File: src/design/circle_raster_canvas_assert.svh
// assertion macros for the circle raster canvas
// expects clk and rst_n in the scope of the including module
`ifndef CIRCLE_RASTER_CANVAS_ASSERT_SVH
`define CIRCLE_RASTER_CANVAS_ASSERT_SVH

// same-cycle implication, checked out of reset
`define CRC_ASSERT_NOW(lbl, ante, cons, msg) \
    lbl: assert property (@(posedge clk) disable iff (!rst_n) (ante) |-> (cons)) \
        else $error(msg);

// next-cycle implication, checked out of reset
`define CRC_ASSERT_NEXT(lbl, ante, cons, msg) \
    lbl: assert property (@(posedge clk) disable iff (!rst_n) (ante) |=> (cons)) \
        else $error(msg);

`endif

File: src/design/crc_pkg.sv
// shared types, codes and constants of the circle raster canvas
// used by every module of the block; depends on nothing
package crc_pkg;

    // canvas geometry, cell address is {row, col}
    localparam int MAX_SIDE = 512;
    localparam int SIDE_W   = $clog2(MAX_SIDE);
    localparam int SIZE_W   = SIDE_W + 1;
    localparam int DEPTH    = MAX_SIDE * MAX_SIDE;
    localparam int ADDR_W   = 2 * SIDE_W;

    // field widths
    localparam int CHAR_W   = 8;
    localparam int COORD_W  = 20;
    localparam int FRAC_W   = 8;
    localparam int READ_W   = 9;
    localparam int KIND_W   = 2;
    localparam int STAT_W   = 2;
    localparam int MUL_W    = COORD_W + 1;
    localparam int PROD_W   = 2 * MUL_W;
    localparam int SQ_W     = 40;
    localparam int STEP_W   = 32;

    // fixed point constants
    localparam int UNIT        = 1 << FRAC_W;
    localparam int SQ_STEP0    = UNIT * UNIT;
    localparam int SQ_STEP_INC = 2 * UNIT * UNIT;

    // request kinds
    localparam logic [KIND_W-1:0] KIND_CLEAR = 2'd0;
    localparam logic [KIND_W-1:0] KIND_DRAW  = 2'd1;
    localparam logic [KIND_W-1:0] KIND_READ  = 2'd2;

    // result status codes
    localparam logic [STAT_W-1:0] STAT_OK     = 2'd0;
    localparam logic [STAT_W-1:0] STAT_RADIUS = 2'd1;
    localparam logic [STAT_W-1:0] STAT_RANGE  = 2'd2;

    // configuration registers
    localparam int CFG_IDX_W  = 2;
    localparam int CFG_DATA_W = SIZE_W;
    localparam logic [CFG_IDX_W-1:0] REG_WIDTH  = 2'd0;
    localparam logic [CFG_IDX_W-1:0] REG_HEIGHT = 2'd1;
    localparam logic [CFG_IDX_W-1:0] REG_BG     = 2'd2;

    localparam logic [SIZE_W-1:0] RESET_WIDTH  = SIZE_W'(1);
    localparam logic [SIZE_W-1:0] RESET_HEIGHT = SIZE_W'(1);
    localparam logic [CHAR_W-1:0] RESET_BG     = CHAR_W'(32);

    typedef struct packed {
        logic [KIND_W-1:0]         kind;
        logic signed [COORD_W-1:0] center_x;
        logic signed [COORD_W-1:0] center_y;
        logic signed [COORD_W-1:0] radius;
        logic                      outline_only;
        logic [CHAR_W-1:0]         paint_char;
        logic [READ_W-1:0]         read_col;
        logic [READ_W-1:0]         read_row;
    } crc_req_t;

    typedef struct packed {
        logic [CHAR_W-1:0] cell_char;
        logic [STAT_W-1:0] status;
    } crc_rsp_t;

    typedef struct packed {
        logic [SIZE_W-1:0] canvas_width;
        logic [SIZE_W-1:0] canvas_height;
        logic [CHAR_W-1:0] background_char;
    } crc_cfg_t;

    typedef enum logic [3:0] {
        ST_IDLE,
        ST_MUL_CX,
        ST_MUL_CY,
        ST_MUL_R,
        ST_MUL_RI,
        ST_SCAN,
        ST_DRAIN,
        ST_READ,
        ST_READ_DONE
    } crc_state_t;

    typedef enum logic [1:0] {
        MUL_CX,
        MUL_CY,
        MUL_R,
        MUL_RI
    } crc_mul_sel_t;

    // sequencer to distance unit
    typedef struct packed {
        logic              mul_en;
        crc_mul_sel_t      mul_sel;
        logic              scan_init;
        logic              emit;
        logic              col_step;
        logic              row_step;
        logic              fill_all;
        logic [SIDE_W-1:0] col;
        logic [SIDE_W-1:0] row;
        logic [CHAR_W-1:0] paint_char;
    } crc_ctl_t;

    // canvas write port
    typedef struct packed {
        logic              we;
        logic [ADDR_W-1:0] addr;
        logic [CHAR_W-1:0] data;
    } crc_wr_t;

    // columns or rows in use, clamped to the canvas side
    function automatic logic [SIZE_W-1:0] clamp_side(input logic [SIZE_W-1:0] v);
        logic [SIZE_W-1:0] r;
        r = (v > SIZE_W'(MAX_SIDE)) ? SIZE_W'(MAX_SIDE) : v;
        return r;
    endfunction

endpackage

File: src/design/crc_dist.sv
// distance unit: setup squares on one shared multiplier, incremental
// squared distance per cell, disc and ring test, canvas write request
// depends on crc_pkg
module crc_dist (
    input  logic              clk,
    input  logic              rst_n,
    input  crc_pkg::crc_ctl_t ctl,
    input  crc_pkg::crc_req_t req,
    output crc_pkg::crc_wr_t  wr,
    output logic              pipe_busy
);

    logic signed [crc_pkg::MUL_W-1:0]  mul_op;
    logic signed [crc_pkg::PROD_W-1:0] mul_prod;
    logic [crc_pkg::SQ_W-1:0]          mul_sq;

    logic [crc_pkg::SQ_W-1:0] cx2_reg;
    logic [crc_pkg::SQ_W-1:0] cy2_reg;
    logic [crc_pkg::SQ_W-1:0] outer_reg;
    logic [crc_pkg::SQ_W-1:0] inner_reg;
    logic                     use_inner_reg;

    logic [crc_pkg::SQ_W-1:0]          dx2_reg;
    logic [crc_pkg::SQ_W-1:0]          dy2_reg;
    logic signed [crc_pkg::STEP_W-1:0] tx_reg;
    logic signed [crc_pkg::STEP_W-1:0] ty_reg;
    logic signed [crc_pkg::STEP_W-1:0] tx0;
    logic signed [crc_pkg::STEP_W-1:0] ty0;
    logic signed [crc_pkg::STEP_W-1:0] cx_ext;
    logic signed [crc_pkg::STEP_W-1:0] cy_ext;
    logic [crc_pkg::SQ_W-1:0]          dx2_next;
    logic [crc_pkg::SQ_W-1:0]          dy2_next;

    logic                       v1_reg;
    logic [crc_pkg::SQ_W-1:0]   d2_reg;
    logic [crc_pkg::ADDR_W-1:0] addr1_reg;
    logic [crc_pkg::CHAR_W-1:0] char1_reg;
    logic                       fill1_reg;
    logic                       in_disc;

    // shared squaring multiplier operand
    always_comb
    begin
        case (ctl.mul_sel)
            crc_pkg::MUL_CX: mul_op = {req.center_x[crc_pkg::COORD_W-1], req.center_x};
            crc_pkg::MUL_CY: mul_op = {req.center_y[crc_pkg::COORD_W-1], req.center_y};
            crc_pkg::MUL_R:  mul_op = {req.radius[crc_pkg::COORD_W-1], req.radius};
            default:         mul_op = {req.radius[crc_pkg::COORD_W-1], req.radius}
                                      - crc_pkg::MUL_W'(crc_pkg::UNIT);
        endcase
    end

    assign mul_prod = mul_op * mul_op;
    assign mul_sq   = mul_prod[crc_pkg::SQ_W-1:0];

    // setup squares, one per cycle
    always_ff @(posedge clk)
    begin
        if (ctl.mul_en)
        begin
            case (ctl.mul_sel)
                crc_pkg::MUL_CX: cx2_reg   <= mul_sq;
                crc_pkg::MUL_CY: cy2_reg   <= mul_sq;
                crc_pkg::MUL_R:  outer_reg <= mul_sq;
                default:         inner_reg <= mul_sq;
            endcase
        end
    end

    // first step terms: (d - 1)^2 = d^2 + (1 - 2d), d in 1/256 units, terms in 1/65536 units
    assign cx_ext = {{(crc_pkg::STEP_W-crc_pkg::COORD_W){req.center_x[crc_pkg::COORD_W-1]}},
                     req.center_x};
    assign cy_ext = {{(crc_pkg::STEP_W-crc_pkg::COORD_W){req.center_y[crc_pkg::COORD_W-1]}},
                     req.center_y};
    assign tx0 = crc_pkg::STEP_W'(crc_pkg::SQ_STEP0) - (cx_ext <<< (crc_pkg::FRAC_W + 1));
    assign ty0 = crc_pkg::STEP_W'(crc_pkg::SQ_STEP0) - (cy_ext <<< (crc_pkg::FRAC_W + 1));

    assign dx2_next = dx2_reg + {{(crc_pkg::SQ_W-crc_pkg::STEP_W){tx_reg[crc_pkg::STEP_W-1]}},
                                 tx_reg};
    assign dy2_next = dy2_reg + {{(crc_pkg::SQ_W-crc_pkg::STEP_W){ty_reg[crc_pkg::STEP_W-1]}},
                                 ty_reg};

    // incremental squared offsets along the scan
    always_ff @(posedge clk)
    begin
        if (ctl.scan_init)
        begin
            dx2_reg       <= cx2_reg;
            tx_reg        <= tx0;
            dy2_reg       <= cy2_reg;
            ty_reg        <= ty0;
            use_inner_reg <= req.outline_only
                             && (req.radius[crc_pkg::COORD_W-2:crc_pkg::FRAC_W] != '0);
        end
        else if (ctl.row_step)
        begin
            dx2_reg <= cx2_reg;
            tx_reg  <= tx0;
            dy2_reg <= dy2_next;
            ty_reg  <= ty_reg + crc_pkg::STEP_W'(crc_pkg::SQ_STEP_INC);
        end
        else if (ctl.col_step)
        begin
            dx2_reg <= dx2_next;
            tx_reg  <= tx_reg + crc_pkg::STEP_W'(crc_pkg::SQ_STEP_INC);
        end
    end

    // stage one valid
    always_ff @(posedge clk or negedge rst_n)
    begin
        if (!rst_n)
        begin
            v1_reg <= 1'b0;
        end
        else
        begin
            v1_reg <= ctl.emit;
        end
    end

    // stage one payload: summed squared distance, cell address, paint character and fill flag
    always_ff @(posedge clk)
    begin
        if (ctl.emit)
        begin
            d2_reg    <= dx2_reg + dy2_reg;
            addr1_reg <= {ctl.row, ctl.col};
            char1_reg <= ctl.paint_char;
            fill1_reg <= ctl.fill_all;
        end
    end

    // disc test, with the inner ring cut in outline mode for radii of one unit or more
    assign in_disc = (d2_reg <= outer_reg) && !(use_inner_reg && (d2_reg <= inner_reg));

    assign wr.we     = v1_reg && (fill1_reg || in_disc);
    assign wr.addr   = addr1_reg;
    assign wr.data   = char1_reg;
    assign pipe_busy = v1_reg;

endmodule

File: config.mk
export PLATFORM = sky130hd
export DESIGN_NAME = crc_dist
export DESIGN_NICKNAME = d
export VERILOG_FILES = /design/src/design/circle_raster_canvas_assert.svh /design/src/design/crc_pkg.sv /design/src/design/crc_dist.sv
export SDC_FILE = /design/constraint.sdc
export NUM_CORES = 2
export LEC_CHECK = 0
export ABC_CLOCK_PERIOD_IN_PS = 3900
export BUFFER_PORTS_ARGS = -buffer_cell sky130_fd_sc_hd__buf_2
export CAP_MARGIN = 10
export CORE_MARGIN = 1.5
export CORE_UTILIZATION = 40
export DETAILED_ROUTE_END_ITERATION = 10
export PLACE_DENSITY = 0.64
export SYNTH_ARGS = -nofsm -noshare
export SYNTH_HDL_FRONTEND = slang
export SYNTH_SLANG_ARGS = --single-unit
File: constraint.sdc
create_clock -name clk -period 3.9 [get_ports clk]
set_clock_uncertainty 0.15 [all_clocks]
set_input_delay 0.195 -clock clk [delete_from_list [all_inputs] [get_ports clk]]
set_output_delay 0.195 -clock clk [all_outputs]
set_load 0.03 [all_outputs]
Yosys cells after proc, flatten, opt, wreduce, memory -nomap -nowiden. Cells that the tools add are included.

Bits in registers: 373. Bits of input ports: 125. Output and inout bits: 28. Logic and storage cells: 54.

Add/sub/neg operators: 8. Multipliers: 1. $lt $le $gt $ge: 2. Equality and inequality tests: 2. Mux-type cells: 11. Bitwise logic cells: 1. Reductions and logical operators: 15.

Operator list (count): two-way mux 40 bit (5); two-way mux 32 bit (5); adder 40 bit (3); <= comparator 40 bit (2); adder 32 x 19 -> 32 bit, second input constant (2); one-hot mux 21 bit (3 select lines) (1); subtractor 18 x 29 -> 30 bit, first input constant (2); multiplier 21 x 21 -> 40 bit (1); subtractor 20 x 10 -> 21 bit, second input constant (1); nonzero test 11 bit (1); AND reduction 2 bit (4); logical AND 1 bit (4); nonzero test 3 bit (1); OR reduction 3 bit (1); == test 2 x 1 -> 1 bit, second input constant (1); == test 2 bit, second input constant (1); logical NOT 2 bit (1); nonzero test 2 bit (1); logical NOT 1 bit (1); logical OR 1 bit (1); inverter 1 bit (1).

Depth between registers and ports, before layout.
Word-level depth: 6. Mapped depth: 34. Depth with buffers taken out: 34.

Worst setup path after synthesis. OpenSTA, ideal clock, no wires.

Path type: in2reg. From: input ctl[31] in the netlist's numbering. To: register cx2_reg[39] in the netlist's numbering (data pin). Library setup time: 0.274 ns. Data arrival time: 7.610 ns. Required time: 3.476 ns. Path slack: -4.134 ns. Stages: 29. Buffers on the path: 4. Cells stage by stage: clkbuf_1 clkbuf_1 mux2i_1 o21a_1 clkbuf_1 inv_1 buf_1 nand2_1 fa_1 inv_1 fa_1 inv_1 fa_1 fa_1 inv_1 fa_1 fa_1 inv_1 fa_1 inv_1 ha_1 a21o_1 a21oi_1 o21a_1 o21ai_1 a2111oi_0 o21bai_1 a21oi_1 xnor2_1.

Longest elaborated chain between the ends: 3. Elaborated cells between the ends (all ways): 5. Classes of those cells: 1 x mul; 2 x eq/ne; 1 x mux; 1 x reduce/logical.

Ends and longest elaborated chain: from (decl) (line crc_dist.sv:7) `input crc_pkg::crc_ctl_t ctl,`; == test 2 bit, or another cell as far along (line crc_dist.sv:44) `case (ctl.mul_sel)`; one-hot mux 21 bit (3 select lines) (*) (line crc_dist.sv:44); multiplier 21 x 21 -> 40 bit (*) (line crc_dist.sv:53) `assign mul_prod = mul_op * mul_op;`; net mul_prod (one bit) (line crc_dist.sv:14) `logic signed [crc_pkg::PROD_W-1:0] mul_prod;`; to (signal assigned) (line crc_dist.sv:62) `crc_pkg::MUL_CX: cx2_reg <= mul_sq;`; to (decl) (line crc_dist.sv:17) `logic [crc_pkg::SQ_W-1:0] cx2_reg;`.

Mark *: on every way through the listed nets, which the timed path passes. The rest lies on a longest branch. A chain may end at the register's enable or synchronous reset.

Worst setup path after layout.
From: input req[41] in the netlist's numbering. To: register cy2_reg[36] in the netlist's numbering (data pin).

Longest elaborated chain between the ends: 3.

Ends and longest elaborated chain: from (decl) (line crc_dist.sv:8) `input crc_pkg::crc_req_t req,`; subtractor 20 x 10 -> 21 bit (line crc_dist.sv:49) `- crc_pkg::MUL_W'(crc_pkg::UNIT);`; one-hot mux 21 bit (3 select lines) (*) (line crc_dist.sv:44); multiplier 21 x 21 -> 40 bit (*) (line crc_dist.sv:53); net mul_prod (one bit) (line crc_dist.sv:14); to (signal assigned) (line crc_dist.sv:63) `crc_pkg::MUL_CY: cy2_reg <= mul_sq;`; to (decl) (line crc_dist.sv:18) `logic [crc_pkg::SQ_W-1:0] cy2_reg;`.

Marks and branches as above.

==> results.md <==
* Vias/cell at 5.082
* Root buffer cell: clkbuf_16
* Worst setup SP type: input pin
* Failing checks: negative setup slack
* DIE HEIGHT at 292.2 µm
* DRT antenna net count at 0
* Final Hold Slack at 0.02585 ns
* Longest Clk Path Bufs at 3
* Final Max Tran Viols at 0
* Ys async rst share at less than 1%
* IO buf count at 124
* Iter 0 DRT Violations at 1652
* Nets at roughly 4.6k
* Post-Route WL at 91.72 mm
* Initial antenna violation count at 4
* Slew headroom at a little over two fifths
* Yosys reg bits at 349
* CP max stage cell: fa_2
* Initial Util at 40.56%
* GR peak layer: met2
* Share of post-route cells with drive strength above 1 at 26.93%
* Met2 Usage GRT at 34.32%
* Worst-skew pair later-pin latency at between 0.5 and 0.6 ns
* Hold crit path type: in -> reg
* WL per Instance at 18.70 µm
* Fillcell total at just over 7k
* Post-synth EDFFs at 348
* Fin. Hold Viols at 0
* GR Layer Usage met1 at 29.78%
* Clock Sink Count at 349
* Post-synthesis instance area at 33460 µm²
* DR vias at 24.92k
* Highest clock rate at ~140 MHz
* Outcome: finished with violations
* Synth top area cells: edfxtp_1, fa_1, ha_1
* Most frequent cells after synthesis: inv_1, fa_1, edfxtp_1, ha_1, nand2_1
* Top cell type's share of synthesized area at 31.23%
* Top FF cell, synth: edfxtp_1
* Top-count cell post-synth: inv_1
* Worst EP arrival at ~7.4 ns
* DRC Markers at 0
* Setup violators final at 140
* Syn nets at 4033
* Area of the multi-input gates at roughly 23000 µm²
* Average size of a mapped cell at 10.44 µm²
* Synthesis-to-layout area growth at 29.09%
* Die width at 292.2 µm
* CP Class: in -> reg
* Maxcap violations at 0
* Post-layout util at 52.36%
* Setup WS post-layout at -3.408 ns
* RSZ-0062 raised after global routing: true
* Final period utilization at 187.4%
* First-pass GRT wire length at roughly 140 mm
* Post-synthesis cell count at 3206
* Via count of the first global-routing pass at 25.82k
* Tmin final at 7.308 ns
* Max FFs per register at 40
* Hpwl dp at 72.50 mm
* CTS tree: done
* DIE AREA at between 80000 and 90000 µm²
* Largest area contributor in the netlist: edfxtp_1
* Grt ovf at 0
* Drt first pass iters at 7
* Reg clk slew, reported paths at 0.07 ns
* Endpoint type of the worst setup path: flop
* Netlist cell types at 77
* Num rows at 105
* GR met3 Demand/Resource at 3.157%
* H-tree levels at 2
* Largest net degree at the start of global routing at 82
* Gr usage total at a little over a fifth
* Worst-Margin Slew at 0.8459 ns
* Data required time of the worst path at about 4.0 ns
* FF+latch area at 10480 µm²
* Core footprint at 82500 µm²
* Num CTS Buffers at 36
* GP Congestion at ~0.95
* Warnings, synthesis at 0
* Crit-path max cell delay at 0.64 ns
* CP max FO at 5
* I/O pin count at 153
* Sequential share of the synthesized area at 31.30%
-- routing by layer --
metal	part of all wire, %	vias up	wire length [µm]
met4	2.4	0	2221
met1	45	12240	41180
li1	-	11840	-
met2	46	721	42020
met3	6.9	131	6304
met5	0	-	0
-- final cells by class --
type / instances / share of cell area [%]
clock inverters: 24 / 0.7473
diodes: 2 / 0.01159
multi-input cells: 2214 / 52.41
inverters: 573 / 5.188
clock buffers: 41 / 2.178
well taps: 1070 / 3.099
repair inverters: 1 / 0.02028
repair buffers: 630 / 12.10
flip-flops and latches: 349 / 24.25
-- logic make-up (layout without fill, tap and decap cells) --
group / Yosys count / in the layout / share of synthesized area (%)
muxes: 17 / 17 / 0.5160
DFF: 349 / 349 / 31.30
buffers and inverters: 643 / 1269 / 7.235
AOI/OAI and AO/OA: 510 / 510 / 9.729
other: 0 / 2 / 0
adders and majority gates: 702 / 702 / 35.29
and+or+nand+nor: 791 / 791 / 10.85
xor gates and xnor gates: 194 / 194 / 5.078
-- repair_timing --
| item | CTS | global route |
|---|---|---|
| endpoints found under the hold margin | 36 | 0 |
| hold buffers | 37 | 0 |
| setup buffers | 31 | 48 |
| resized for setup | 155 | 243 |
| pin swaps | 66 | 121 |
| gates cloned | 1 | 1 |
| setup endpoints to repair | 141 | 142 |
-- cells in the final DEF (no fill, tap or decap), types with 37 or more instances in the layout --
cell type,count
ha_4,44
buf_4,381
nor2_1,174
o21ai_0,61
dlygate4sd3_1,37
fa_1,367
xor2_1,67
o21ai_1,57
edfxtp_1,348
xnor2_1,102
o21a_1,40
nor3_1,41
buf_6,61
inv_1,501
ha_1,253
inv_2,57
a21o_1,75
a21oi_1,110
buf_2,112
nand2_1,251
clkbuf_16,38
-- path summary, 6_finish.rpt --
path,startpoint,end,slack (ns),cells after the start
min reg2reg,cx2_reg[4]$_DFFE_PP_,dx2_reg[4]$_DFFE_PP_,0.37,1
max reg2reg,dx2_reg[20]$_DFFE_PP_,d2_reg[34]$_DFFE_PP_,0.26,11
max in group asynchronous,rst_n,pipe_busy$_DFF_PN0_,3.18,3
max,req[41],cy2_reg[36]$_DFFE_PP_,-3.41,34
min in group asynchronous,rst_n,pipe_busy$_DFF_PN0_,0.32,3
min,ctl[27],tx_reg[21]$_DFFE_PP_,0.03,3
-- stage by stage --
stage | setup TNS, ns | cells | cell area, µm² | setup WS [ns]
after floorplan | -333.53 | 3206 | 34540 | -3.400
after global placement | -452.16 | 4723 | 39160 | -3.978
after detailed placement | -467.63 | 4723 | 39160 | -4.109
after CTS | -342.80 | 4856 | 41800 | -3.264
after global routing | -388.53 | 4904 | 43200 | -3.663
final | -363.77 | 4904 | 43200 | -3.408
-- worst max-delay path: cells and delay by family --
family | cells | cell delay [ns]
compound gates | 4 | 0.60
fa+ha+maj | 8 | 3.99
simple gates | 9 | 1.28
buf+inv | 12 | 1.20
xor+xnor | 1 | 0.12
Power is not shown: default switching activity piles up to over one toggle a cycle in this logic, so the estimate is an artifact.
