[config.mk]
export PLATFORM = sky130hd
export DESIGN_NAME = crc_seq
export DESIGN_NICKNAME = d
export VERILOG_FILES = /design/src/design/circle_raster_canvas_assert.svh /design/src/design/crc_pkg.sv /design/src/design/crc_seq.sv
export SDC_FILE = /design/constraint.sdc
export NUM_CORES = 1
export LEC_CHECK = 0
export BUFFER_PORTS_ARGS = -buffer_cell sky130_fd_sc_hd__buf_2
export CAP_MARGIN = 25
export CORE_MARGIN = 3
export CORE_UTILIZATION = 47
export DETAILED_ROUTE_END_ITERATION = 8
export HOLD_SLACK_MARGIN = 0.06
export PLACE_DENSITY = 0.8
export SYNTH_ARGS = -nofsm -noshare
export SYNTH_HDL_FRONTEND = slang
export SYNTH_SLANG_ARGS = --single-unit
[constraint.sdc]
create_clock -name clk -period 4.8 [get_ports clk]
set_input_delay 0.72 -clock clk [delete_from_list [all_inputs] [get_ports clk]]
set_output_delay 0.72 -clock clk [all_outputs]
set_load 0.02 [all_outputs]
[src/design/circle_raster_canvas_assert.svh]
// assertion macros for the circle raster canvas
// expects clk and rst_n in the scope of the including module
`ifndef CIRCLE_RASTER_CANVAS_ASSERT_SVH
`define CIRCLE_RASTER_CANVAS_ASSERT_SVH

// same-cycle implication, checked out of reset
`define CRC_ASSERT_NOW(lbl, ante, cons, msg) \
    lbl: assert property (@(posedge clk) disable iff (!rst_n) (ante) |-> (cons)) \
        else $error(msg);

// next-cycle implication, checked out of reset
`define CRC_ASSERT_NEXT(lbl, ante, cons, msg) \
    lbl: assert property (@(posedge clk) disable iff (!rst_n) (ante) |=> (cons)) \
        else $error(msg);

`endif

[src/design/crc_pkg.sv]
// shared types, codes and constants of the circle raster canvas
// used by every module of the block; depends on nothing
package crc_pkg;

    // canvas geometry, cell address is {row, col}
    localparam int MAX_SIDE = 512;
    localparam int SIDE_W   = $clog2(MAX_SIDE);
    localparam int SIZE_W   = SIDE_W + 1;
    localparam int DEPTH    = MAX_SIDE * MAX_SIDE;
    localparam int ADDR_W   = 2 * SIDE_W;

    // field widths
    localparam int CHAR_W   = 8;
    localparam int COORD_W  = 20;
    localparam int FRAC_W   = 8;
    localparam int READ_W   = 9;
    localparam int KIND_W   = 2;
    localparam int STAT_W   = 2;
    localparam int MUL_W    = COORD_W + 1;
    localparam int PROD_W   = 2 * MUL_W;
    localparam int SQ_W     = 40;
    localparam int STEP_W   = 32;

    // fixed point constants
    localparam int UNIT        = 1 << FRAC_W;
    localparam int SQ_STEP0    = UNIT * UNIT;
    localparam int SQ_STEP_INC = 2 * UNIT * UNIT;

    // request kinds
    localparam logic [KIND_W-1:0] KIND_CLEAR = 2'd0;
    localparam logic [KIND_W-1:0] KIND_DRAW  = 2'd1;
    localparam logic [KIND_W-1:0] KIND_READ  = 2'd2;

    // result status codes
    localparam logic [STAT_W-1:0] STAT_OK     = 2'd0;
    localparam logic [STAT_W-1:0] STAT_RADIUS = 2'd1;
    localparam logic [STAT_W-1:0] STAT_RANGE  = 2'd2;

    // configuration registers
    localparam int CFG_IDX_W  = 2;
    localparam int CFG_DATA_W = SIZE_W;
    localparam logic [CFG_IDX_W-1:0] REG_WIDTH  = 2'd0;
    localparam logic [CFG_IDX_W-1:0] REG_HEIGHT = 2'd1;
    localparam logic [CFG_IDX_W-1:0] REG_BG     = 2'd2;

    localparam logic [SIZE_W-1:0] RESET_WIDTH  = SIZE_W'(1);
    localparam logic [SIZE_W-1:0] RESET_HEIGHT = SIZE_W'(1);
    localparam logic [CHAR_W-1:0] RESET_BG     = CHAR_W'(32);

    typedef struct packed {
        logic [KIND_W-1:0]         kind;
        logic signed [COORD_W-1:0] center_x;
        logic signed [COORD_W-1:0] center_y;
        logic signed [COORD_W-1:0] radius;
        logic                      outline_only;
        logic [CHAR_W-1:0]         paint_char;
        logic [READ_W-1:0]         read_col;
        logic [READ_W-1:0]         read_row;
    } crc_req_t;

    typedef struct packed {
        logic [CHAR_W-1:0] cell_char;
        logic [STAT_W-1:0] status;
    } crc_rsp_t;

    typedef struct packed {
        logic [SIZE_W-1:0] canvas_width;
        logic [SIZE_W-1:0] canvas_height;
        logic [CHAR_W-1:0] background_char;
    } crc_cfg_t;

    typedef enum logic [3:0] {
        ST_IDLE,
        ST_MUL_CX,
        ST_MUL_CY,
        ST_MUL_R,
        ST_MUL_RI,
        ST_SCAN,
        ST_DRAIN,
        ST_READ,
        ST_READ_DONE
    } crc_state_t;

    typedef enum logic [1:0] {
        MUL_CX,
        MUL_CY,
        MUL_R,
        MUL_RI
    } crc_mul_sel_t;

    // sequencer to distance unit
    typedef struct packed {
        logic              mul_en;
        crc_mul_sel_t      mul_sel;
        logic              scan_init;
        logic              emit;
        logic              col_step;
        logic              row_step;
        logic              fill_all;
        logic [SIDE_W-1:0] col;
        logic [SIDE_W-1:0] row;
        logic [CHAR_W-1:0] paint_char;
    } crc_ctl_t;

    // canvas write port
    typedef struct packed {
        logic              we;
        logic [ADDR_W-1:0] addr;
        logic [CHAR_W-1:0] data;
    } crc_wr_t;

    // columns or rows in use, clamped to the canvas side
    function automatic logic [SIZE_W-1:0] clamp_side(input logic [SIZE_W-1:0] v);
        logic [SIZE_W-1:0] r;
        r = (v > SIZE_W'(MAX_SIDE)) ? SIZE_W'(MAX_SIDE) : v;
        return r;
    endfunction

endpackage

[src/design/crc_seq.sv]
// sequencer: request capture, setup steps, raster scan counters,
// canvas read and result strobe
// depends on crc_pkg
module crc_seq (
    input  logic                        clk,
    input  logic                        rst_n,
    input  logic                        start,
    input  crc_pkg::crc_req_t           req,
    input  crc_pkg::crc_cfg_t           cfg,
    input  logic                        pipe_busy,
    input  logic [crc_pkg::CHAR_W-1:0]  rd_data,
    output logic                        busy,
    output logic                        done,
    output crc_pkg::crc_rsp_t           rsp,
    output crc_pkg::crc_ctl_t           ctl,
    output crc_pkg::crc_req_t           req_q,
    output logic                        rd_en,
    output logic [crc_pkg::ADDR_W-1:0]  rd_addr
);

    crc_pkg::crc_state_t state_reg;
    crc_pkg::crc_state_t state_next;

    crc_pkg::crc_req_t          req_reg;
    logic [crc_pkg::SIDE_W-1:0] col_reg;
    logic [crc_pkg::SIDE_W-1:0] col_next;
    logic [crc_pkg::SIDE_W-1:0] row_reg;
    logic [crc_pkg::SIDE_W-1:0] row_next;
    logic [crc_pkg::SIDE_W-1:0] last_col_reg;
    logic [crc_pkg::SIDE_W-1:0] last_row_reg;
    logic [crc_pkg::ADDR_W-1:0] rd_addr_reg;
    logic                       done_reg;
    logic                       done_next;
    crc_pkg::crc_rsp_t          rsp_reg;
    crc_pkg::crc_rsp_t          rsp_next;

    logic [crc_pkg::SIZE_W-1:0] w_used;
    logic [crc_pkg::SIZE_W-1:0] h_used;
    logic                       empty;
    logic                       rd_oob;
    logic                       bad_radius;
    logic                       accept;
    logic                       at_last_col;
    logic                       at_end;

    assign w_used     = crc_pkg::clamp_side(cfg.canvas_width);
    assign h_used     = crc_pkg::clamp_side(cfg.canvas_height);
    assign empty      = (w_used == '0) || (h_used == '0);
    assign rd_oob     = (crc_pkg::SIZE_W'(req.read_col) >= w_used)
                        || (crc_pkg::SIZE_W'(req.read_row) >= h_used);
    assign bad_radius = req.radius[crc_pkg::COORD_W-1] || (req.radius == '0);
    assign accept     = start && (state_reg == crc_pkg::ST_IDLE);
    assign at_last_col = (col_reg == last_col_reg);
    assign at_end      = at_last_col && (row_reg == last_row_reg);

    // next state
    always_comb
    begin
        state_next = state_reg;
        unique case (state_reg)
            crc_pkg::ST_IDLE:
            begin
                if (start)
                begin
                    case (req.kind)
                        crc_pkg::KIND_CLEAR:
                            state_next = empty ? crc_pkg::ST_IDLE : crc_pkg::ST_SCAN;
                        crc_pkg::KIND_DRAW:
                            state_next = (bad_radius || empty) ? crc_pkg::ST_IDLE
                                                               : crc_pkg::ST_MUL_CX;
                        crc_pkg::KIND_READ:
                            state_next = rd_oob ? crc_pkg::ST_IDLE : crc_pkg::ST_READ;
                        default:
                            state_next = crc_pkg::ST_IDLE;
                    endcase
                end
            end
            crc_pkg::ST_MUL_CX:    state_next = crc_pkg::ST_MUL_CY;
            crc_pkg::ST_MUL_CY:    state_next = crc_pkg::ST_MUL_R;
            crc_pkg::ST_MUL_R:     state_next = crc_pkg::ST_MUL_RI;
            crc_pkg::ST_MUL_RI:    state_next = crc_pkg::ST_SCAN;
            crc_pkg::ST_SCAN:
            begin
                if (at_end)
                begin
                    state_next = crc_pkg::ST_DRAIN;
                end
            end
            crc_pkg::ST_DRAIN:
            begin
                if (!pipe_busy)
                begin
                    state_next = crc_pkg::ST_IDLE;
                end
            end
            crc_pkg::ST_READ:      state_next = crc_pkg::ST_READ_DONE;
            crc_pkg::ST_READ_DONE: state_next = crc_pkg::ST_IDLE;
            default:               state_next = crc_pkg::ST_IDLE;
        endcase
    end

    // outputs, counters and result
    always_comb
    begin
        done_next     = 1'b0;
        rsp_next      = '0;
        col_next      = col_reg;
        row_next      = row_reg;
        ctl           = '0;
        ctl.mul_sel   = crc_pkg::MUL_CX;
        ctl.col       = col_reg;
        ctl.row       = row_reg;
        ctl.fill_all  = (req_reg.kind == crc_pkg::KIND_CLEAR);
        ctl.paint_char = ctl.fill_all ? cfg.background_char : req_reg.paint_char;
        unique case (state_reg)
            crc_pkg::ST_IDLE:
            begin
                col_next = '0;
                row_next = '0;
                if (start)
                begin
                    case (req.kind)
                        crc_pkg::KIND_CLEAR:
                            done_next = empty;
                        crc_pkg::KIND_DRAW:
                        begin
                            done_next = bad_radius || empty;
                            if (bad_radius)
                            begin
                                rsp_next.status = crc_pkg::STAT_RADIUS;
                            end
                        end
                        crc_pkg::KIND_READ:
                        begin
                            done_next = rd_oob;
                            if (rd_oob)
                            begin
                                rsp_next.status = crc_pkg::STAT_RANGE;
                            end
                        end
                        default:
                            done_next = 1'b1;
                    endcase
                end
            end
            crc_pkg::ST_MUL_CX:
            begin
                ctl.mul_en  = 1'b1;
                ctl.mul_sel = crc_pkg::MUL_CX;
            end
            crc_pkg::ST_MUL_CY:
            begin
                ctl.mul_en  = 1'b1;
                ctl.mul_sel = crc_pkg::MUL_CY;
            end
            crc_pkg::ST_MUL_R:
            begin
                ctl.mul_en  = 1'b1;
                ctl.mul_sel = crc_pkg::MUL_R;
            end
            crc_pkg::ST_MUL_RI:
            begin
                ctl.mul_en    = 1'b1;
                ctl.mul_sel   = crc_pkg::MUL_RI;
                ctl.scan_init = 1'b1;
            end
            crc_pkg::ST_SCAN:
            begin
                ctl.emit     = 1'b1;
                ctl.col_step = !at_last_col;
                ctl.row_step = at_last_col;
                if (at_last_col)
                begin
                    col_next = '0;
                    row_next = row_reg + 1'b1;
                end
                else
                begin
                    col_next = col_reg + 1'b1;
                end
            end
            crc_pkg::ST_DRAIN:
            begin
                done_next = !pipe_busy;
            end
            crc_pkg::ST_READ:
            begin
            end
            crc_pkg::ST_READ_DONE:
            begin
                done_next          = 1'b1;
                rsp_next.cell_char = rd_data;
            end
            default:
            begin
            end
        endcase
    end

    // control registers
    always_ff @(posedge clk or negedge rst_n)
    begin
        if (!rst_n)
        begin
            state_reg <= crc_pkg::ST_IDLE;
            done_reg  <= 1'b0;
            col_reg   <= '0;
            row_reg   <= '0;
        end
        else
        begin
            state_reg <= state_next;
            done_reg  <= done_next;
            col_reg   <= col_next;
            row_reg   <= row_next;
        end
    end

    // request capture and result payload
    always_ff @(posedge clk)
    begin
        if (accept)
        begin
            req_reg      <= req;
            last_col_reg <= crc_pkg::SIDE_W'(w_used - 1'b1);
            last_row_reg <= crc_pkg::SIDE_W'(h_used - 1'b1);
            rd_addr_reg  <= {crc_pkg::SIDE_W'(req.read_row), crc_pkg::SIDE_W'(req.read_col)};
        end
        rsp_reg <= rsp_next;
    end

    assign busy    = (state_reg != crc_pkg::ST_IDLE);
    assign done    = done_reg;
    assign rsp     = rsp_reg;
    assign req_q   = req_reg;
    assign rd_en   = (state_reg == crc_pkg::ST_READ);
    assign rd_addr = rd_addr_reg;

endmodule

-- Word level (Yosys, flattened, before mapping)
Index checks and enable logic that the tools add are counted.
- muxes and demuxes: 24
- $add $sub $neg: 4
- reductions and logical operators: 19
- eq/ne operators: 16
- $lt $le $gt $ge: 4
- operators by type and width (cell ; count):
    $pmux 9 s2 ; 2
    $pmux 4 s8 ; 1
    $ge 9x10->1 ; 2
    $gt 10x10->1 const B ; 2
    $logic_not 10->1 ; 2
    $logic_not 20->1 ; 1
    $mux 10 ; 2
    $add 9x1->9 const B ; 2
    $eq 9x9->1 ; 2
    $mux 9 ; 2
    $sub 9x1->9 const B ; 2
    $eq 4x3->1 const B ; 4
    $mux 4 ; 3
    $pmux 3 s4 ; 1
    $mux 3 ; 3
    $pmux 3 s3 ; 1
    $eq 4x2->1 const B ; 2
    $mux 8 ; 1
    $ne 2x2->1 const B ; 4
    $pmux 1 s3 ; 2
    $eq 4x1->1 const B ; 1
    $eq 4x4->1 const B ; 1
    $logic_not 2->1 ; 2
    $logic_not 4->1 ; 1
    12 further kinds ; 21
- output and inout bits: 154
- register bits: 158
- logic and storage cells: 84

-- Logic depth before layout (Yosys ltp)
- depth after elaboration: 9
- gate-level depth with buffers: 11
- depth with buffers taken out: 10

-- Worst setup path after synthesis
OpenSTA, ideal clock, no wires.
- path kind: register to register
- start: reg state_reg[0]
- end: reg rsp_reg, in the netlist rsp[1]
- path slack: 1069 ps
- clock period less this slack: 3731 ps
- data arrival time: 3659 ps
- required time: 4728 ps
- path buffers: 1
- stages on the path, launching flop included: 6
- cells stage by stage: dfrtp_1 nor4_1 clkbuf_1 nand2_1 inv_1 and4_1
- longest elaborated chain between the ends: 2
- ends and longest elaborated chain (item ; RTL line ; RTL):
    from (decl) ; crc_seq.sv:21 ; crc_pkg::crc_state_t state_reg;
    from (signal assigned) ; crc_seq.sv:205 ; state_reg <= crc_pkg::ST_IDLE;
    from (signal assigned) ; crc_seq.sv:212 ; state_reg <= state_next;
    $logic_not 4->1 ; crc_seq.sv:115 ; unique case (state_reg)
    $reduce_and 2->1 (no source line) ; -- ;
    to (signal assigned) ; crc_seq.sv:229 ; rsp_reg <= rsp_next;
    to (decl) ; crc_seq.sv:34 ; crc_pkg::crc_rsp_t rsp_reg;
No other way between the ends.
A chain may end at the register's enable or synchronous reset.

==> run_results.csv <==
group,metric,value,unit
finish,fin_util,64.7,%
critical_path,cp-start-kind,"flop",
floorplanning,dieArea,14700,µm²
critical_path,crit_path_end,"ctl[28]",
clocking,htree_num_levels,4,
synth,synthFlopType,"edfxtp_1",
placement,routabilityCongestion,0.896,
synth,synth_compound_area_share,7.43,%
detailed_routing,drt_first_iter_violations,291,
synth,synth_top_cell_area_share,51.3,%
synth,synth-simple-area-share,12.7,%
run_status,status,"finished clean",
detailed_routing,remaining_drc_errors,0,
floorplanning,core,12800,µm²
power,totalPowerFinal,4.06,mW
finish,drive_gt1_share,43.1,%
detailed_routing,routed_wl,16400,µm
synth,synth.area.mux_share,1.94,%
critical_path,r2r_slack,2.30,ns
synth,yosys-top-cells-count,"107 x edfxtp_1, 42 x nand2_1, 28 x nor2_1",
synth,syn_avg_cell_area,12.9,µm²
synth,yosysSeqAreaShare,63.7,%
sta,timing_worst_slew_pin_value,0.803,ns
sta,hold_viol,0,
clocking,cts_buffers,17,
sta,finalSetupViolations,0,
critical_path,r2r-start,"state_reg[2]$_DFFE_PN0P_",
global_route,first_global_vias,4929,
critical_path,crit_fanout,16,
detailed_routing,ant_nets,0,
synth,synth_cell_types,55,
sta,grt_setup_unrepaired,"false",
synth,synth.most_common_cell,"edfxtp_1",
synth,post_synth_xor_area_fraction,4.48,%
critical_path,crit_path_start,"state_reg[2]$_DFFE_PN0P_",
global_route,gr-total-overflow,0,
sta,min_period_over_period,67.4,%
finish,fill_cells,1017,
floorplanning,die_w,121,µm
synth,ys.warnings.count,0,
critical_path,critPathArrivalTime,2.51,ns
detailed_routing,post_drt_via_cell_ratio,5.24,
critical_path,crit_chain,"nand2b_4 -> or2_1 -> nor2_1 -> buf_2",
clocking,clock_path_buffers,2,
clocking,cts_tree,"yes",
detailed_routing,drt_first_pass_iters,5,
critical_path,crit_type,"flop to output pin",
global_route,antenna_found_initial,1,
clocking,cts_resized,0,
critical_path,critPathCaptureType,"output pin",
critical_path,slowest_delay,0.68,ns
power,ir_drop,0.192,mV
synth,syn_nets,643,
synth,synth-edff-count,107,
floorplanning,fp.dieH,121,µm
finish,num_antenna_cells,0,
clocking,postCtsHoldBufs,0,
global_route,grt_pass1_wl,24500,µm
global_route,gr-usage-all-layers,21.8,%
finish,syn2layout_area_growth,32.4,%
clocking,post_cts_buffers,0,
synth,synth-adder-area-share,5.40,%
global_route,grt_max_degree,88,
critical_path,r2r_cells,6,
sta,maxSlewHeadroom,46.3,%
critical_path,critical-path-slowest-cell,"dfrtp_1",
synth,syn_area,6260,µm²
clocking,clock_sinks,140,
sta,slew_viol_final,0,
finish,nets,916,
power,power_leakage,3.70,nW
synth,async_flop_share,16.4,%
flow_run,cap_violations,0,
sta,fin_skew,0.00703,ns
placement,portBuffers,282,
min_path,hold_class,"input pin to async pin",
clocking,root_buffer,"clkbuf_16",
sta,fin_crit,3.23,ns
detailed_routing,num_vias,4950,
floorplanning,num_rows,41,
finish,final_cells,945,
synth,synth_seq_cells,140,
critical_path,cp.required,4.08,ns
floorplanning,start_util,48.8,%
power,power_density,490,nW/µm²
sta,setup_tns,0,ns
synth,synth_top_family_by_area,"simple AND/OR/NAND/NOR gates",
synth,synth_area_leaders,"edfxtp_1 51%, dfrtp_1 9.2%, ha_1 5.4%",
floorplanning,ios,283,
clocking,clk_pin_slew,0.06,ns
critical_path,reg2reg_to,"row_reg[5]$_DFFE_PN0P_",
detailed_routing,routedWlPerCell,17.3,µm
clocking,clk-insertion-delay-late,0.42,ns
synth,syn_inst,487,
placement,dpl.hpwl,12600,µm
placement,post-place-cells,912,
sta,fmax,309,MHz
synth,synth_area_leader_cell,"edfxtp_1",
finish,largest_reg_flops,88,
cell type report:
class                   instances  area, µm²  share of cell area [%]
flip-flops and latches        140       3990                    48.1
clock inverters                15        131                    1.58
repair buffers                286       1460                    17.6
well taps                     172        215                    2.60
clock buffers                  17        425                    5.13
inverters                      19       73.8                   0.890
multi-input cells             296       2000                    24.1
logic make-up after synthesis:
kind of cell	count (synthesis)
adders and majority gates	27
muxes	11
and+or+nand+nor	152
xor gates and xnor gates	32
buffers and inverters	51
AOI/OAI and AO/OA	74
DFF	140
worst max-delay path: cells and delay by family (launching register included):
kind          cells  cell delay [ns]
buf+inv           1             0.31
simple gates      3             1.11
flops             1             0.68
power breakdown:
| group | switching (mW) | internal, mW |
|---|---|---|
| logic | 0.767 | 0.376 |
| clock network | 0.536 | 0.679 |
| registers | 0.125 | 1.58 |
| total | 1.43 | 2.63 |
worst min-delay path by stage:
stage / cells after the start / slack [ns] / to / startpoint
final: 1 / 0.27 / row_reg[7]$_DFFE_PN0P_ / rst_n
after global routing: 1 / 0.30 / row_reg[3]$_DFFE_PN0P_ / rst_n
after CTS: 1 / 0.28 / row_reg[3]$_DFFE_PN0P_ / rst_n
after detailed placement: 1 / 0.58 / col_reg[7]$_DFFE_PN0P_ / col_reg[7]$_DFFE_PN0P_
after global placement: 1 / 0.56 / col_reg[7]$_DFFE_PN0P_ / col_reg[7]$_DFFE_PN0P_
after floorplan: 0 / 0.42 / col_reg[0]$_DFFE_PN0P_ / rst_n
placed cells by master, fill, tap and decap left out, types with 9 or more instances in the layout:
| cell | synthesis | final |
|---|---|---|
| buf_2 | 0 | 283 |
| a21oi_1 | 22 | 22 |
| dfrtp_1 | 23 | 23 |
| nor4_1 | 10 | 10 |
| xor2_1 | 12 | 12 |
| mux2_2 | 9 | 9 |
| edfxtp_1 | 107 | 107 |
| clkbuf_16 | 0 | 17 |
| nand2_1 | 42 | 42 |
| o21ai_0 | 19 | 19 |
| xnor2_1 | 20 | 20 |
| and2_1 | 11 | 11 |
| nor2_1 | 28 | 28 |
| nand4_1 | 9 | 9 |
| nor3_1 | 16 | 16 |
| ha_1 | 27 | 27 |
| dfxtp_1 | 10 | 10 |
| inv_1 | 19 | 18 |
stage by stage:
stage / hold slack (ns) / worst slack [ns] / area [µm²]
after floorplan: 0.424 / 1.07 / 6260
after global placement: 0.561 / 1.97 / 7700
after detailed placement: 0.585 / 1.87 / 7710
after CTS: 0.275 / 1.57 / 8260
after global routing: 0.303 / 1.42 / 8290
final: 0.270 / 1.57 / 8290
metal layers:
layer / track usage [%] / part of all wire (%) / up-vias
li1: - / - / 2337
met2: 37.7 / 51 / 264
met3: 7.83 / 9.4 / 40
met1: 23.8 / 37 / 2307
met5: 0 / 0.067 / -
met4: 10.1 / 2.6 / 2
(Power assumes the default switching activity.)
